--- src/hw/rtl/ph768_pkg.sv ---
// ----------------------------------------------------------------------------
// ph768_pkg
// Types, constants and the permutation round shared by the hash front end,
// command queue and compression back end.
// ----------------------------------------------------------------------------
`default_nettype none

package ph768_pkg;

	localparam int ROUND_COUNT = 16;
	localparam int RND_W       = (ROUND_COUNT > 1) ? $clog2(ROUND_COUNT) : 1;
	localparam int QDEPTH      = 2;
	localparam int QAW         = $clog2(QDEPTH);
	localparam int RATE_WORDS  = 12;
	localparam int CHAIN_WORDS = 24;
	localparam int PERM_WORDS  = 25;

	typedef logic [63:0] lane_t;
	typedef lane_t [PERM_WORDS-1:0]  perm_t;
	typedef lane_t [CHAIN_WORDS-1:0] chain_t;
	typedef lane_t [RATE_WORDS-1:0]  rate_t;

	localparam lane_t PAD_BIT     = 64'h8000_0000_0000_0000;
	localparam lane_t DOM_PADDED  = 64'h8000_0000_0000_0000;
	localparam lane_t DOM_EXACT   = 64'hC000_0000_0000_0000;
	localparam lane_t CHAIN_LEN   = 64'd768;
	localparam chain_t CHAIN_INIT = {CHAIN_LEN, {(CHAIN_WORDS-1){64'd0}}};
	localparam logic [3:0] POS_LAST   = 4'd11;
	localparam logic [3:0] POS_EXACT  = 4'd8;
	localparam logic [3:0] EMIT_LAST  = 4'd11;

	typedef struct packed {
		lane_t word;
		logic  last;
		logic  full;
		logic  vzero;
	} cmd_t;

	typedef enum logic [2:0] {
		B_IDLE,
		B_TAIL,
		B_CLOAD,
		B_CROUND,
		B_CLR,
		B_FLOAD,
		B_FROUND,
		B_EMIT
	} bstate_t;

	typedef enum logic [1:0] {
		P_IDLE,
		P_TAIL,
		P_CLR
	} post_t;

	localparam lane_t ROUND_KEY [16] = '{
		64'hb7e151628aed2a6a, 64'haf82a3cd15dad4d7, 64'h9f4546922bb529ad,
		64'hfeca8c2c576ad359, 64'h3dd51950aed526b1, 64'h7baa32a15daa4d62,
		64'hf7546542bb549ac4, 64'h2ee8cb8d76a9b58b, 64'h5dd1971aed536b16,
		64'hbba32e35daa6d62c, 64'hb7065d63b54d2c5b, 64'hae4cbbcf6a9ad8b5,
		64'h9cd97696d5353169, 64'hf9f2ec25aa6ae2d1, 64'h33a5d94354d545a1,
		64'h674bb286a9aa8b42
	};

	localparam logic [6:0] ROT [25] = '{
		7'd31, 7'd1,  7'd4,  7'd21, 7'd22,
		7'd19, 7'd12, 7'd15, 7'd34, 7'd13,
		7'd28, 7'd35, 7'd58, 7'd9,  7'd23,
		7'd55, 7'd18, 7'd5,  7'd27, 7'd44,
		7'd14, 7'd43, 7'd53, 7'd20, 7'd25
	};

	function automatic lane_t rotl(lane_t x, logic [6:0] n);
		return (x << n) | (x >> (7'd64 - n));
	endfunction

	function automatic lane_t rotr(lane_t x, logic [6:0] n);
		return (x >> n) | (x << (7'd64 - n));
	endfunction

	function automatic perm_t perm_round(perm_t a, lane_t key);
		perm_t b;
		perm_t c;
		perm_t d;
		perm_t e;
		lane_t p;
		lane_t q;
		b = a;
		b[0] = b[0] ^ key;
		for (int i = 0; i < 5; i++) begin
			c[i]      = (b[i] & b[10+i] & b[15+i]) ^ (b[10+i] & b[15+i] & b[20+i])
			          ^ (b[i] & b[20+i]) ^ (b[15+i] & b[20+i]) ^ b[5+i];
			c[5+i]    = (b[5+i] & b[15+i] & b[20+i]) ^ (b[i] & b[5+i]) ^ b[10+i];
			c[10+i]   = (b[5+i] & b[10+i]) ^ b[15+i];
			c[15+i]   = (b[10+i] & b[15+i]) ^ b[20+i];
			c[20+i]   = (b[15+i] & b[20+i]) ^ b[i];
		end
		for (int i = 0; i < 5; i++) begin
			p = '0;
			q = '0;
			for (int j = 0; j < 5; j++) begin
				p = p ^ c[5*i+j];
				q = q ^ rotl(c[5*i+j], ROT[5*i+j]);
			end
			for (int j = 0; j < 5; j++) begin
				d[5*i+j] = c[5*i+j] ^ rotr(p, ROT[5*i+j]) ^ q;
			end
		end
		for (int i = 0; i < 5; i++) begin
			for (int j = 0; j < 5; j++) begin
				e[5*i+j] = d[((i + 2*j) % 5) * 5 + ((3*i + 3*j) % 5)];
			end
		end
		return e;
	endfunction

endpackage

`default_nettype wire

--- src/hw/rtl/ph768_front.sv ---
// ----------------------------------------------------------------------------
// ph768_front
// Accepts message words, saturates the valid count and applies the bit
// padding to a partial last word before queueing it.
// ----------------------------------------------------------------------------
`default_nettype none

module ph768_front (
	input  wire logic              s_tvalid,
	output logic                   s_tready,
	input  wire logic [71:0]       s_tdata,   // data_word[63:0], valid_bits[70:64], zero
	input  wire logic              s_tlast,
	input  wire logic              q_full,
	output logic                   q_push,
	output ph768_pkg::cmd_t        q_cmd
);

	ph768_pkg::lane_t w;
	logic [6:0]       v;
	logic [5:0]       vs;
	ph768_pkg::lane_t padded;

	assign w  = s_tdata[63:0];
	assign v  = s_tdata[70:64];
	assign vs = v[5:0];
	assign padded = (w & ~({64{1'b1}} >> vs)) | (ph768_pkg::PAD_BIT >> vs);

	assign s_tready = !q_full;
	assign q_push   = s_tvalid && !q_full;

	always_comb begin
		q_cmd.last  = s_tlast;
		q_cmd.full  = !s_tlast || v[6];
		q_cmd.vzero = (v == 7'd0);
		q_cmd.word  = q_cmd.full ? w : padded;
	end

endmodule

`default_nettype wire

--- config.mk ---
export PLATFORM = sky130hd
export DESIGN_NAME = ph768_front
export DESIGN_NICKNAME = d
export VERILOG_FILES = /design/src/hw/rtl/ph768_pkg.sv /design/src/hw/rtl/ph768_front.sv
export SDC_FILE = /design/constraint.sdc
export NUM_CORES = 1
export LEC_CHECK = 0
export BUFFER_PORTS_ARGS = -buffer_cell sky130_fd_sc_hd__buf_2
export CAP_MARGIN = 20
export CORE_MARGIN = 2
export CORE_UTILIZATION = 40
export DETAILED_ROUTE_END_ITERATION = 6
export PLACE_DENSITY_LB_ADDON = 0.05
export SKIP_LAST_GASP = 1
export SLEW_MARGIN = 20
export SYNTH_ARGS = -nofsm -noshare
export SYNTH_HDL_FRONTEND = slang
export SYNTH_SLANG_ARGS = --single-unit
--- constraint.sdc ---
create_clock -name vclk -period 1.79
set_clock_uncertainty 0.15 [all_clocks]
set_input_delay 0.0895 -clock vclk [all_inputs]
set_output_delay 0.0895 -clock vclk [all_outputs]
set_load 0.005 [all_outputs]
==> impl_metrics.ini <==
[die]
io_pins = 144
die-area_um2 = 4540
initial_core_util_pct = 40.8
die_y_um = 67.4
coreArea_um2 = 3940
die_x_um = 67.4
rows = 23

[power_and_ir_drop]
swShare_pct = 51.6
power-per-cell-area_nw_per_um2 = 233
p_leak_nw = 1.27
internal-power_uw = 276
clkPwrFrac_pct = 0
switchingPower_uw = 294
ir_drop_mv = 0.138
comb_power_share_pct = 100.0
seqPwrFrac_pct = 0

[logic_synthesis]
yosys.area_share.adder_pct = 0
synth_top_family_by_area = compound AO/OA/AOI/OAI gates
seq_area_frac_synth_pct = 0
netlist_area_um2 = 1610
synthXorXnorAreaFrac_pct = 0
syn_inst = 262
synthSimpleGateAreaFrac_pct = 38.2
synth_warnings = 0
syn_nets = 337
yosysUniqueCellTypes = 56
yosysTopAreaCellShare_pct = 10.0
synth_most_common_cell = nand2_1
synth_area_leaders = nand2_1, a21oi_1, o21ai_0
synth_compound_area_share_pct = 48.2
synthMuxAreaShare_pct = 1.40
syn_area_per_cell_um2 = 6.14
yosys.area.top_type = nand2_1
yosys-top-cells-count = nand2_1, a21oi_1, o21ai_0, buf_2, nor2_1

[detailed_routing]
via_per_inst = 5.73
avgRoutedWirePerCell_um = 14.7
antenna_left = 0
wl_mm = 6.68
drt-pass1-iter-count = 4
drc = 0
num_vias = 2596
drt_iter0_markers = 118

[grt]
grt_max_degree = 21
track_usage_pct = 27.8
grt_pass1_vias = 2209
grt_pass1_wl_mm = 10.1
antenna_found_initial = 0
overflow = 0

[flow_run]
maxCapViolations = 0

[layout]
ff_latch_area_um2 = 0
seq_cells = 0
antenna_cells = 0
nClkBuffers = 0
fin_nets = 480
area_growth_pct = 52.4
layout-drive-gt1-share_pct = 46.2

[worst_setup_path]
cp_max_fo = 20
critPathArrivalTime_ns = 1.41
cp.required_ns = 1.55
cp-end-kind = output pin
crit_type = input pin to output pin
critPathLaunchType = input pin

[timing]
post-route-period-util_pct = 92.3
fmax_mhz = 605
worst_slew_margin_rel_pct = 70.1
rsz0062_at_grt = no
setup_viol = 0
finalHoldViolations = 0
tightest_slew_ns = 0.444
finalSetupTns_ns = 0
finalMaxSlewViolations = 0
whs_ns = 0.257
min_period_ns = 1.65

[min_path]
min_to = s_tready
min_path_cells = 3
min_from = q_full
hold_path.class = input pin to output pin

[cts]
cts-hold-fix-buffers = 0
cts_setup_buffers = 0
cts.repair.resized = 0

[status]
status = finished clean

[placed_design]
dp_hpwl_mm = 5.25
port-buffer-count = 143
gp_congestion = 0.867
## kinds of logic after synthesis
family                 after synthesis
AO/OA/AOI/OAI                      111
AND/OR/NAND/NOR                    110
multiplexers                         2
buffers and inverters               39
## layout by cell type (no fill, tap or decap), drive strengths merged, types with 3 or more instances in the layout
cell	synthesis	routed
buf	24	172
nand2	43	43
a21oi	24	24
o21ai	21	21
nor2	17	17
nand3	10	10
a22o	10	10
o21a	9	9
inv	8	8
a21o	7	7
a32o	5	5
nor3	5	5
o211ai	5	5
nor2b	4	4
nand4	4	4
o41ai	4	4
a22oi	4	4
and3	4	4
o31ai	4	4
and2	3	3
and4bb	3	3
o2bb2ai	3	3
nor3b	3	3
nor4	3	3
nor4b	3	3
## power groups by stage
stage / registers (mW) / logic (mW) / clock network (mW)
CTS: 0 / 0.566 / 0
global route: 0 / 0.631 / 0
finish: 0 / 0.570 / 0
floorplan: 0 / 0.298 / 0
global placement: 0 / 0.559 / 0
detailed placement: 0 / 0.564 / 0
## cell type report
cell class | count | area, um2
Fill cell | 392 | 1490
Inverter | 8 | 30.0
Multi-Input combinational cell | 223 | 1410
Tap cell | 50 | 62.6
Timing Repair Buffer | 172 | 946
## layer usage
metal	track usage (%)	wire length [um]
met3	1.17	476
met5	0	0
met2	49.9	3240
met4	6.63	110
met1	36.5	2850
## critical path, cell delays in order
cell and delay [ns]:
buf_2 0.31, nand2_1 0.33, o41ai_1 0.40, a22o_1 0.17, buf_2 0.10
## per-stage QoR
| step | instances | util [%] | worst slack, ns | instance area (um2) | total power, mW |
|---|---|---|---|---|---|
| floorplan | 262 | - | 0.413 | 1610 | 0.298 |
| global placement | 453 | 62.1 | 0.202 | 2450 | 0.559 |
| detailed placement | 453 | 62.1 | 0.152 | 2450 | 0.564 |
| CTS | 453 | 62.1 | 0.148 | 2450 | 0.566 |
| global route | 453 | 62.1 | 0.0696 | 2450 | 0.631 |
| finish | 453 | 62.1 | 0.137 | 2450 | 0.570 |
## how the worst max path moves through the flow
stage	slack (ns)	end	from
finish	0.14	q_cmd[19]	s_tdata[67]
CTS	0.15	q_cmd[47]	s_tdata[69]
global placement	0.20	q_cmd[19]	s_tdata[67]
detailed placement	0.15	q_cmd[47]	s_tdata[69]
floorplan	0.41	q_cmd[23]	s_tdata[70]
global route	0.07	q_cmd[47]	s_tdata[69]
(Power assumes the default switching activity.)
