**config.mk**
```make
export PLATFORM = sky130hd
export DESIGN_NAME = ph768_queue
export DESIGN_NICKNAME = d
export VERILOG_FILES = /design/src/hw/rtl/ph768_pkg.sv /design/src/hw/rtl/ph768_queue.sv
export SDC_FILE = /design/constraint.sdc
export NUM_CORES = 1
export LEC_CHECK = 0
export ABC_AREA = 1
export BUFFER_PORTS_ARGS = -buffer_cell sky130_fd_sc_hd__clkbuf_2
export CAP_MARGIN = 20
export CORE_MARGIN = 2
export CORE_UTILIZATION = 52
export CTS_CLUSTER_SIZE = 8
export DETAILED_ROUTE_END_ITERATION = 6
export HOLD_SLACK_MARGIN = 0.12
export PLACE_DENSITY = 0.86
export SLEW_MARGIN = 20
export SYNTH_ARGS = -nofsm -noshare
export SYNTH_HDL_FRONTEND = slang
export SYNTH_SLANG_ARGS = --single-unit
```
**constraint.sdc**
```tcl
create_clock -name clk -period 4.59 [get_ports clk]
set_input_delay 0.6885 -clock clk [delete_from_list [all_inputs] [get_ports clk]]
set_output_delay 0.6885 -clock clk [all_outputs]
set_load 0.1 [all_outputs]
```
**src/hw/rtl/ph768_pkg.sv**
```systemverilog
// ----------------------------------------------------------------------------
// ph768_pkg
// Types, constants and the permutation round shared by the hash front end,
// command queue and compression back end.
// ----------------------------------------------------------------------------
`default_nettype none

package ph768_pkg;

	localparam int ROUND_COUNT = 16;
	localparam int RND_W       = (ROUND_COUNT > 1) ? $clog2(ROUND_COUNT) : 1;
	localparam int QDEPTH      = 2;
	localparam int QAW         = $clog2(QDEPTH);
	localparam int RATE_WORDS  = 12;
	localparam int CHAIN_WORDS = 24;
	localparam int PERM_WORDS  = 25;

	typedef logic [63:0] lane_t;
	typedef lane_t [PERM_WORDS-1:0]  perm_t;
	typedef lane_t [CHAIN_WORDS-1:0] chain_t;
	typedef lane_t [RATE_WORDS-1:0]  rate_t;

	localparam lane_t PAD_BIT     = 64'h8000_0000_0000_0000;
	localparam lane_t DOM_PADDED  = 64'h8000_0000_0000_0000;
	localparam lane_t DOM_EXACT   = 64'hC000_0000_0000_0000;
	localparam lane_t CHAIN_LEN   = 64'd768;
	localparam chain_t CHAIN_INIT = {CHAIN_LEN, {(CHAIN_WORDS-1){64'd0}}};
	localparam logic [3:0] POS_LAST   = 4'd11;
	localparam logic [3:0] POS_EXACT  = 4'd8;
	localparam logic [3:0] EMIT_LAST  = 4'd11;

	typedef struct packed {
		lane_t word;
		logic  last;
		logic  full;
		logic  vzero;
	} cmd_t;

	typedef enum logic [2:0] {
		B_IDLE,
		B_TAIL,
		B_CLOAD,
		B_CROUND,
		B_CLR,
		B_FLOAD,
		B_FROUND,
		B_EMIT
	} bstate_t;

	typedef enum logic [1:0] {
		P_IDLE,
		P_TAIL,
		P_CLR
	} post_t;

	localparam lane_t ROUND_KEY [16] = '{
		64'hb7e151628aed2a6a, 64'haf82a3cd15dad4d7, 64'h9f4546922bb529ad,
		64'hfeca8c2c576ad359, 64'h3dd51950aed526b1, 64'h7baa32a15daa4d62,
		64'hf7546542bb549ac4, 64'h2ee8cb8d76a9b58b, 64'h5dd1971aed536b16,
		64'hbba32e35daa6d62c, 64'hb7065d63b54d2c5b, 64'hae4cbbcf6a9ad8b5,
		64'h9cd97696d5353169, 64'hf9f2ec25aa6ae2d1, 64'h33a5d94354d545a1,
		64'h674bb286a9aa8b42
	};

	localparam logic [6:0] ROT [25] = '{
		7'd31, 7'd1,  7'd4,  7'd21, 7'd22,
		7'd19, 7'd12, 7'd15, 7'd34, 7'd13,
		7'd28, 7'd35, 7'd58, 7'd9,  7'd23,
		7'd55, 7'd18, 7'd5,  7'd27, 7'd44,
		7'd14, 7'd43, 7'd53, 7'd20, 7'd25
	};

	function automatic lane_t rotl(lane_t x, logic [6:0] n);
		return (x << n) | (x >> (7'd64 - n));
	endfunction

	function automatic lane_t rotr(lane_t x, logic [6:0] n);
		return (x >> n) | (x << (7'd64 - n));
	endfunction

	function automatic perm_t perm_round(perm_t a, lane_t key);
		perm_t b;
		perm_t c;
		perm_t d;
		perm_t e;
		lane_t p;
		lane_t q;
		b = a;
		b[0] = b[0] ^ key;
		for (int i = 0; i < 5; i++) begin
			c[i]      = (b[i] & b[10+i] & b[15+i]) ^ (b[10+i] & b[15+i] & b[20+i])
			          ^ (b[i] & b[20+i]) ^ (b[15+i] & b[20+i]) ^ b[5+i];
			c[5+i]    = (b[5+i] & b[15+i] & b[20+i]) ^ (b[i] & b[5+i]) ^ b[10+i];
			c[10+i]   = (b[5+i] & b[10+i]) ^ b[15+i];
			c[15+i]   = (b[10+i] & b[15+i]) ^ b[20+i];
			c[20+i]   = (b[15+i] & b[20+i]) ^ b[i];
		end
		for (int i = 0; i < 5; i++) begin
			p = '0;
			q = '0;
			for (int j = 0; j < 5; j++) begin
				p = p ^ c[5*i+j];
				q = q ^ rotl(c[5*i+j], ROT[5*i+j]);
			end
			for (int j = 0; j < 5; j++) begin
				d[5*i+j] = c[5*i+j] ^ rotr(p, ROT[5*i+j]) ^ q;
			end
		end
		for (int i = 0; i < 5; i++) begin
			for (int j = 0; j < 5; j++) begin
				e[5*i+j] = d[((i + 2*j) % 5) * 5 + ((3*i + 3*j) % 5)];
			end
		end
		return e;
	endfunction

endpackage

`default_nettype wire

```
**src/hw/rtl/ph768_queue.sv**
```systemverilog
// ----------------------------------------------------------------------------
// ph768_queue
// Short command queue between the front end and the back end.
// ----------------------------------------------------------------------------
`default_nettype none

module ph768_queue (
	input  wire logic            clk,
	input  wire logic            arst_n,
	input  wire logic            push,
	input  wire ph768_pkg::cmd_t push_cmd,
	input  wire logic            pop,
	output ph768_pkg::cmd_t      pop_cmd,
	output logic                 full,
	output logic                 empty
);

	ph768_pkg::cmd_t                mem_q [ph768_pkg::QDEPTH];
	logic [ph768_pkg::QAW-1:0]      wr_q;
	logic [ph768_pkg::QAW-1:0]      rd_q;
	logic [ph768_pkg::QAW:0]        cnt_q;

	assign full    = (cnt_q == (ph768_pkg::QAW+1)'(ph768_pkg::QDEPTH));
	assign empty   = (cnt_q == '0);
	assign pop_cmd = mem_q[rd_q];

	always_ff @(posedge clk or negedge arst_n) begin
		if (!arst_n) begin
			wr_q  <= '0;
			rd_q  <= '0;
			cnt_q <= '0;
		end else begin
			if (push) wr_q <= wr_q + 1'b1;
			if (pop)  rd_q <= rd_q + 1'b1;
			if (push && !pop)      cnt_q <= cnt_q + 1'b1;
			else if (pop && !push) cnt_q <= cnt_q - 1'b1;
		end
	end

	always_ff @(posedge clk) begin
		if (push) mem_q[wr_q] <= push_cmd;
	end

endmodule

`default_nettype wire

```
==> metrics.csv <==
metric,value,unit
FILL cells,635,
crit path launch type,flop,
max_cap viols,0,
Final nets,459,
highest clock rate,317,MHz
Hold Crit Depth,1,
met3 wire length,608,um
IO Pins,140,
"Setup violations, final",0,
top layer used by detailed routing,met4,
Post-CTS Repair Setup Buffers,0,
clk_skew,5.77,ps
Hold Startpoint,push_cmd[45],
TritonCTS Sinks,138,
CP Max Fanout,68,
Pre-Repair DR Iteration Count,4,
Worst setup EP type,output pin,
Worst R2R Path Depth,2,
TNS Setup,0,ps
Fin. Hold Viols,0,
GP Congestion,0.731,
register area share after synthesis,0.804,
r2r setup slk,2530,ps
global-route wire length before repair,12300,um
Die H,103,um
Placeable Area,9680,um^2
Syn-to-layout area delta,27.2,%
Syn Area/Cell,21.9,um^2
1st-iter DRT viols,98,
"Slew Viols, Final",0,
H-tree depth,4,
post-DP HPWL,5450,um
Post-Syn Nets,306,
R2R Path Start,wr_q,
top area cells in the synthesized netlist,"edfxtp_1 78%, mux2_2 10%, mux2_4 5.9%",
biggest area consumer among synthesized cells,edfxtp_1,
WP data required,3900,ps
CP Data Arrival Time,2470,ps
Avg Vias per Cell,4.87,
WL/cell,15.8,um
crit path time final,3160,ps
Chip Width,103,um
"CTS clk-pin slew, worst paths",60,ps
largest net degree at the start of global routing,69,
num rows,36,
Antenna Violating Nets Remaining,0,
area taken by multi-input logic gates,917,um^2
reg2reg end,mem_q[0][39],
synth warn,0,
number of remaining DRC errors,0,
via count,2593,
worst slew pin tran,1030,ps
grt ovf,0,
antenna violations before repair,0,
Initial Util,0.530,
post-synth top area share,0.784,
CTS tree,yes,
outcome,"finished, final reports clean",
Port Buffers,139,
Cell variety after synth,15,
most frequent cells in the layout,"139 x clkbuf_2, 134 x edfxtp_1, 47 x mux2_2",
Seq. cell area,4130,um^2
# diodes,0,
type of the worst min-delay path,in2reg,
Met1 Wirelength,3270,um
Slew headroom,0.314,
RSZ-0062 raised after global routing,false,
met2 WL,4480,um
share of cells above drive strength 1,0.596,
Max Root-Sink Buffers,2,
crit share post-route,0.687,
hold path endpoint,mem_q[1][45],
routed wire length,8420,um
total CTS buffers,17,
CTS root buffer,clkbuf_8,
crit path kind,reg2out,
post-synthesis register bit count,138,
clk_lat worst skew,500,ps
post-synth design cell area,5130,um^2
"most common cell after layout, fill and taps aside",clkbuf_2,
die area,10700,um^2
Total GRT Usage,0.160,
vias in the first global route,2543,
Post-Synthesis Cells,234,
==> registers in the layout (all words and copies together), names as in the netlist <==
name,cells
mem_q,134
cnt_q,2
wr_q,1
rd_q,1
==> cell usage after synthesis <==
master and count:
edfxtp_1 134, mux2_2 47, mux2_4 20, inv_1 7, nand2_1 5, buf_2 4, dfrtp_1 4, nor2_1 3
buf_6 2, buf_8 2, xor2_1 2, ha_1 1, nand3_1 1, nand4_1 1, xnor2_1 1
==> final cells by class <==
type / count / area share
repair buffers: 142 / 0.110
clock buffers: 19 / 0.0646
inverters: 7 / 0.00402
clock inverters: 12 / 0.0230
well taps: 133 / 0.0255
flip-flops and latches: 138 / 0.632
multi-input cells: 81 / 0.140
==> kinds of logic (layout without fill, tap and decap cells) <==
group         Yosys count  count (layout)  synth area share
mux                    67              67             0.162
xor+xnor                3               3           0.00512
buf+inv                15             180            0.0193
flops                 138             138             0.804
fa+ha+maj               1               1           0.00244
simple gates           10              10           0.00804
==> critical path: stages (launching register included) <==
cell and delay [ps]:
dfrtp_4 1070, mux2_2 430, clkbuf_2 370
==> per-stage QoR <==
step	instance area, um^2	hold slack, ps	worst slack, ps	util	instances
global route	6530	346	1350	0.674	532
detailed placement	5950	500	1980	0.614	500
floorplan	5130	393	558	-	234
finish	6530	371	1430	0.674	532
CTS	6530	350	1430	0.674	532
global placement	5950	478	2000	0.614	500
==> how the worst max path moves through the flow <==
stage                     cells after the start  startpoint  slack (ps)           to
after CTS                                     2        rd_q        1430  pop_cmd[16]
after detailed placement                      2        rd_q        1980  pop_cmd[56]
final                                         2        rd_q        1430  pop_cmd[47]
after floorplan                               2        push         560  mem_q[0][0]
after global routing                          2        rd_q        1350  pop_cmd[10]
after global placement                        2        rd_q        2000  pop_cmd[59]
==> layer usage <==
| metal | vias up | GRT usage |
|---|---|---|
| li1 | 1217 | - |
| met4 | 0 | 0.0547 |
| met2 | 102 | 0.269 |
| met3 | 6 | 0.0706 |
| met1 | 1268 | 0.182 |
| met5 | - | 0 |
==> what timing repair did <==
action / in CTS / in global routing
hold buffers: 1 / 0
resized for setup: 0 / 0
endpoints found under the hold margin: 4 / 0
Power is not shown: default switching activity piles up to over one toggle a cycle in this logic, so the estimate is an artifact.
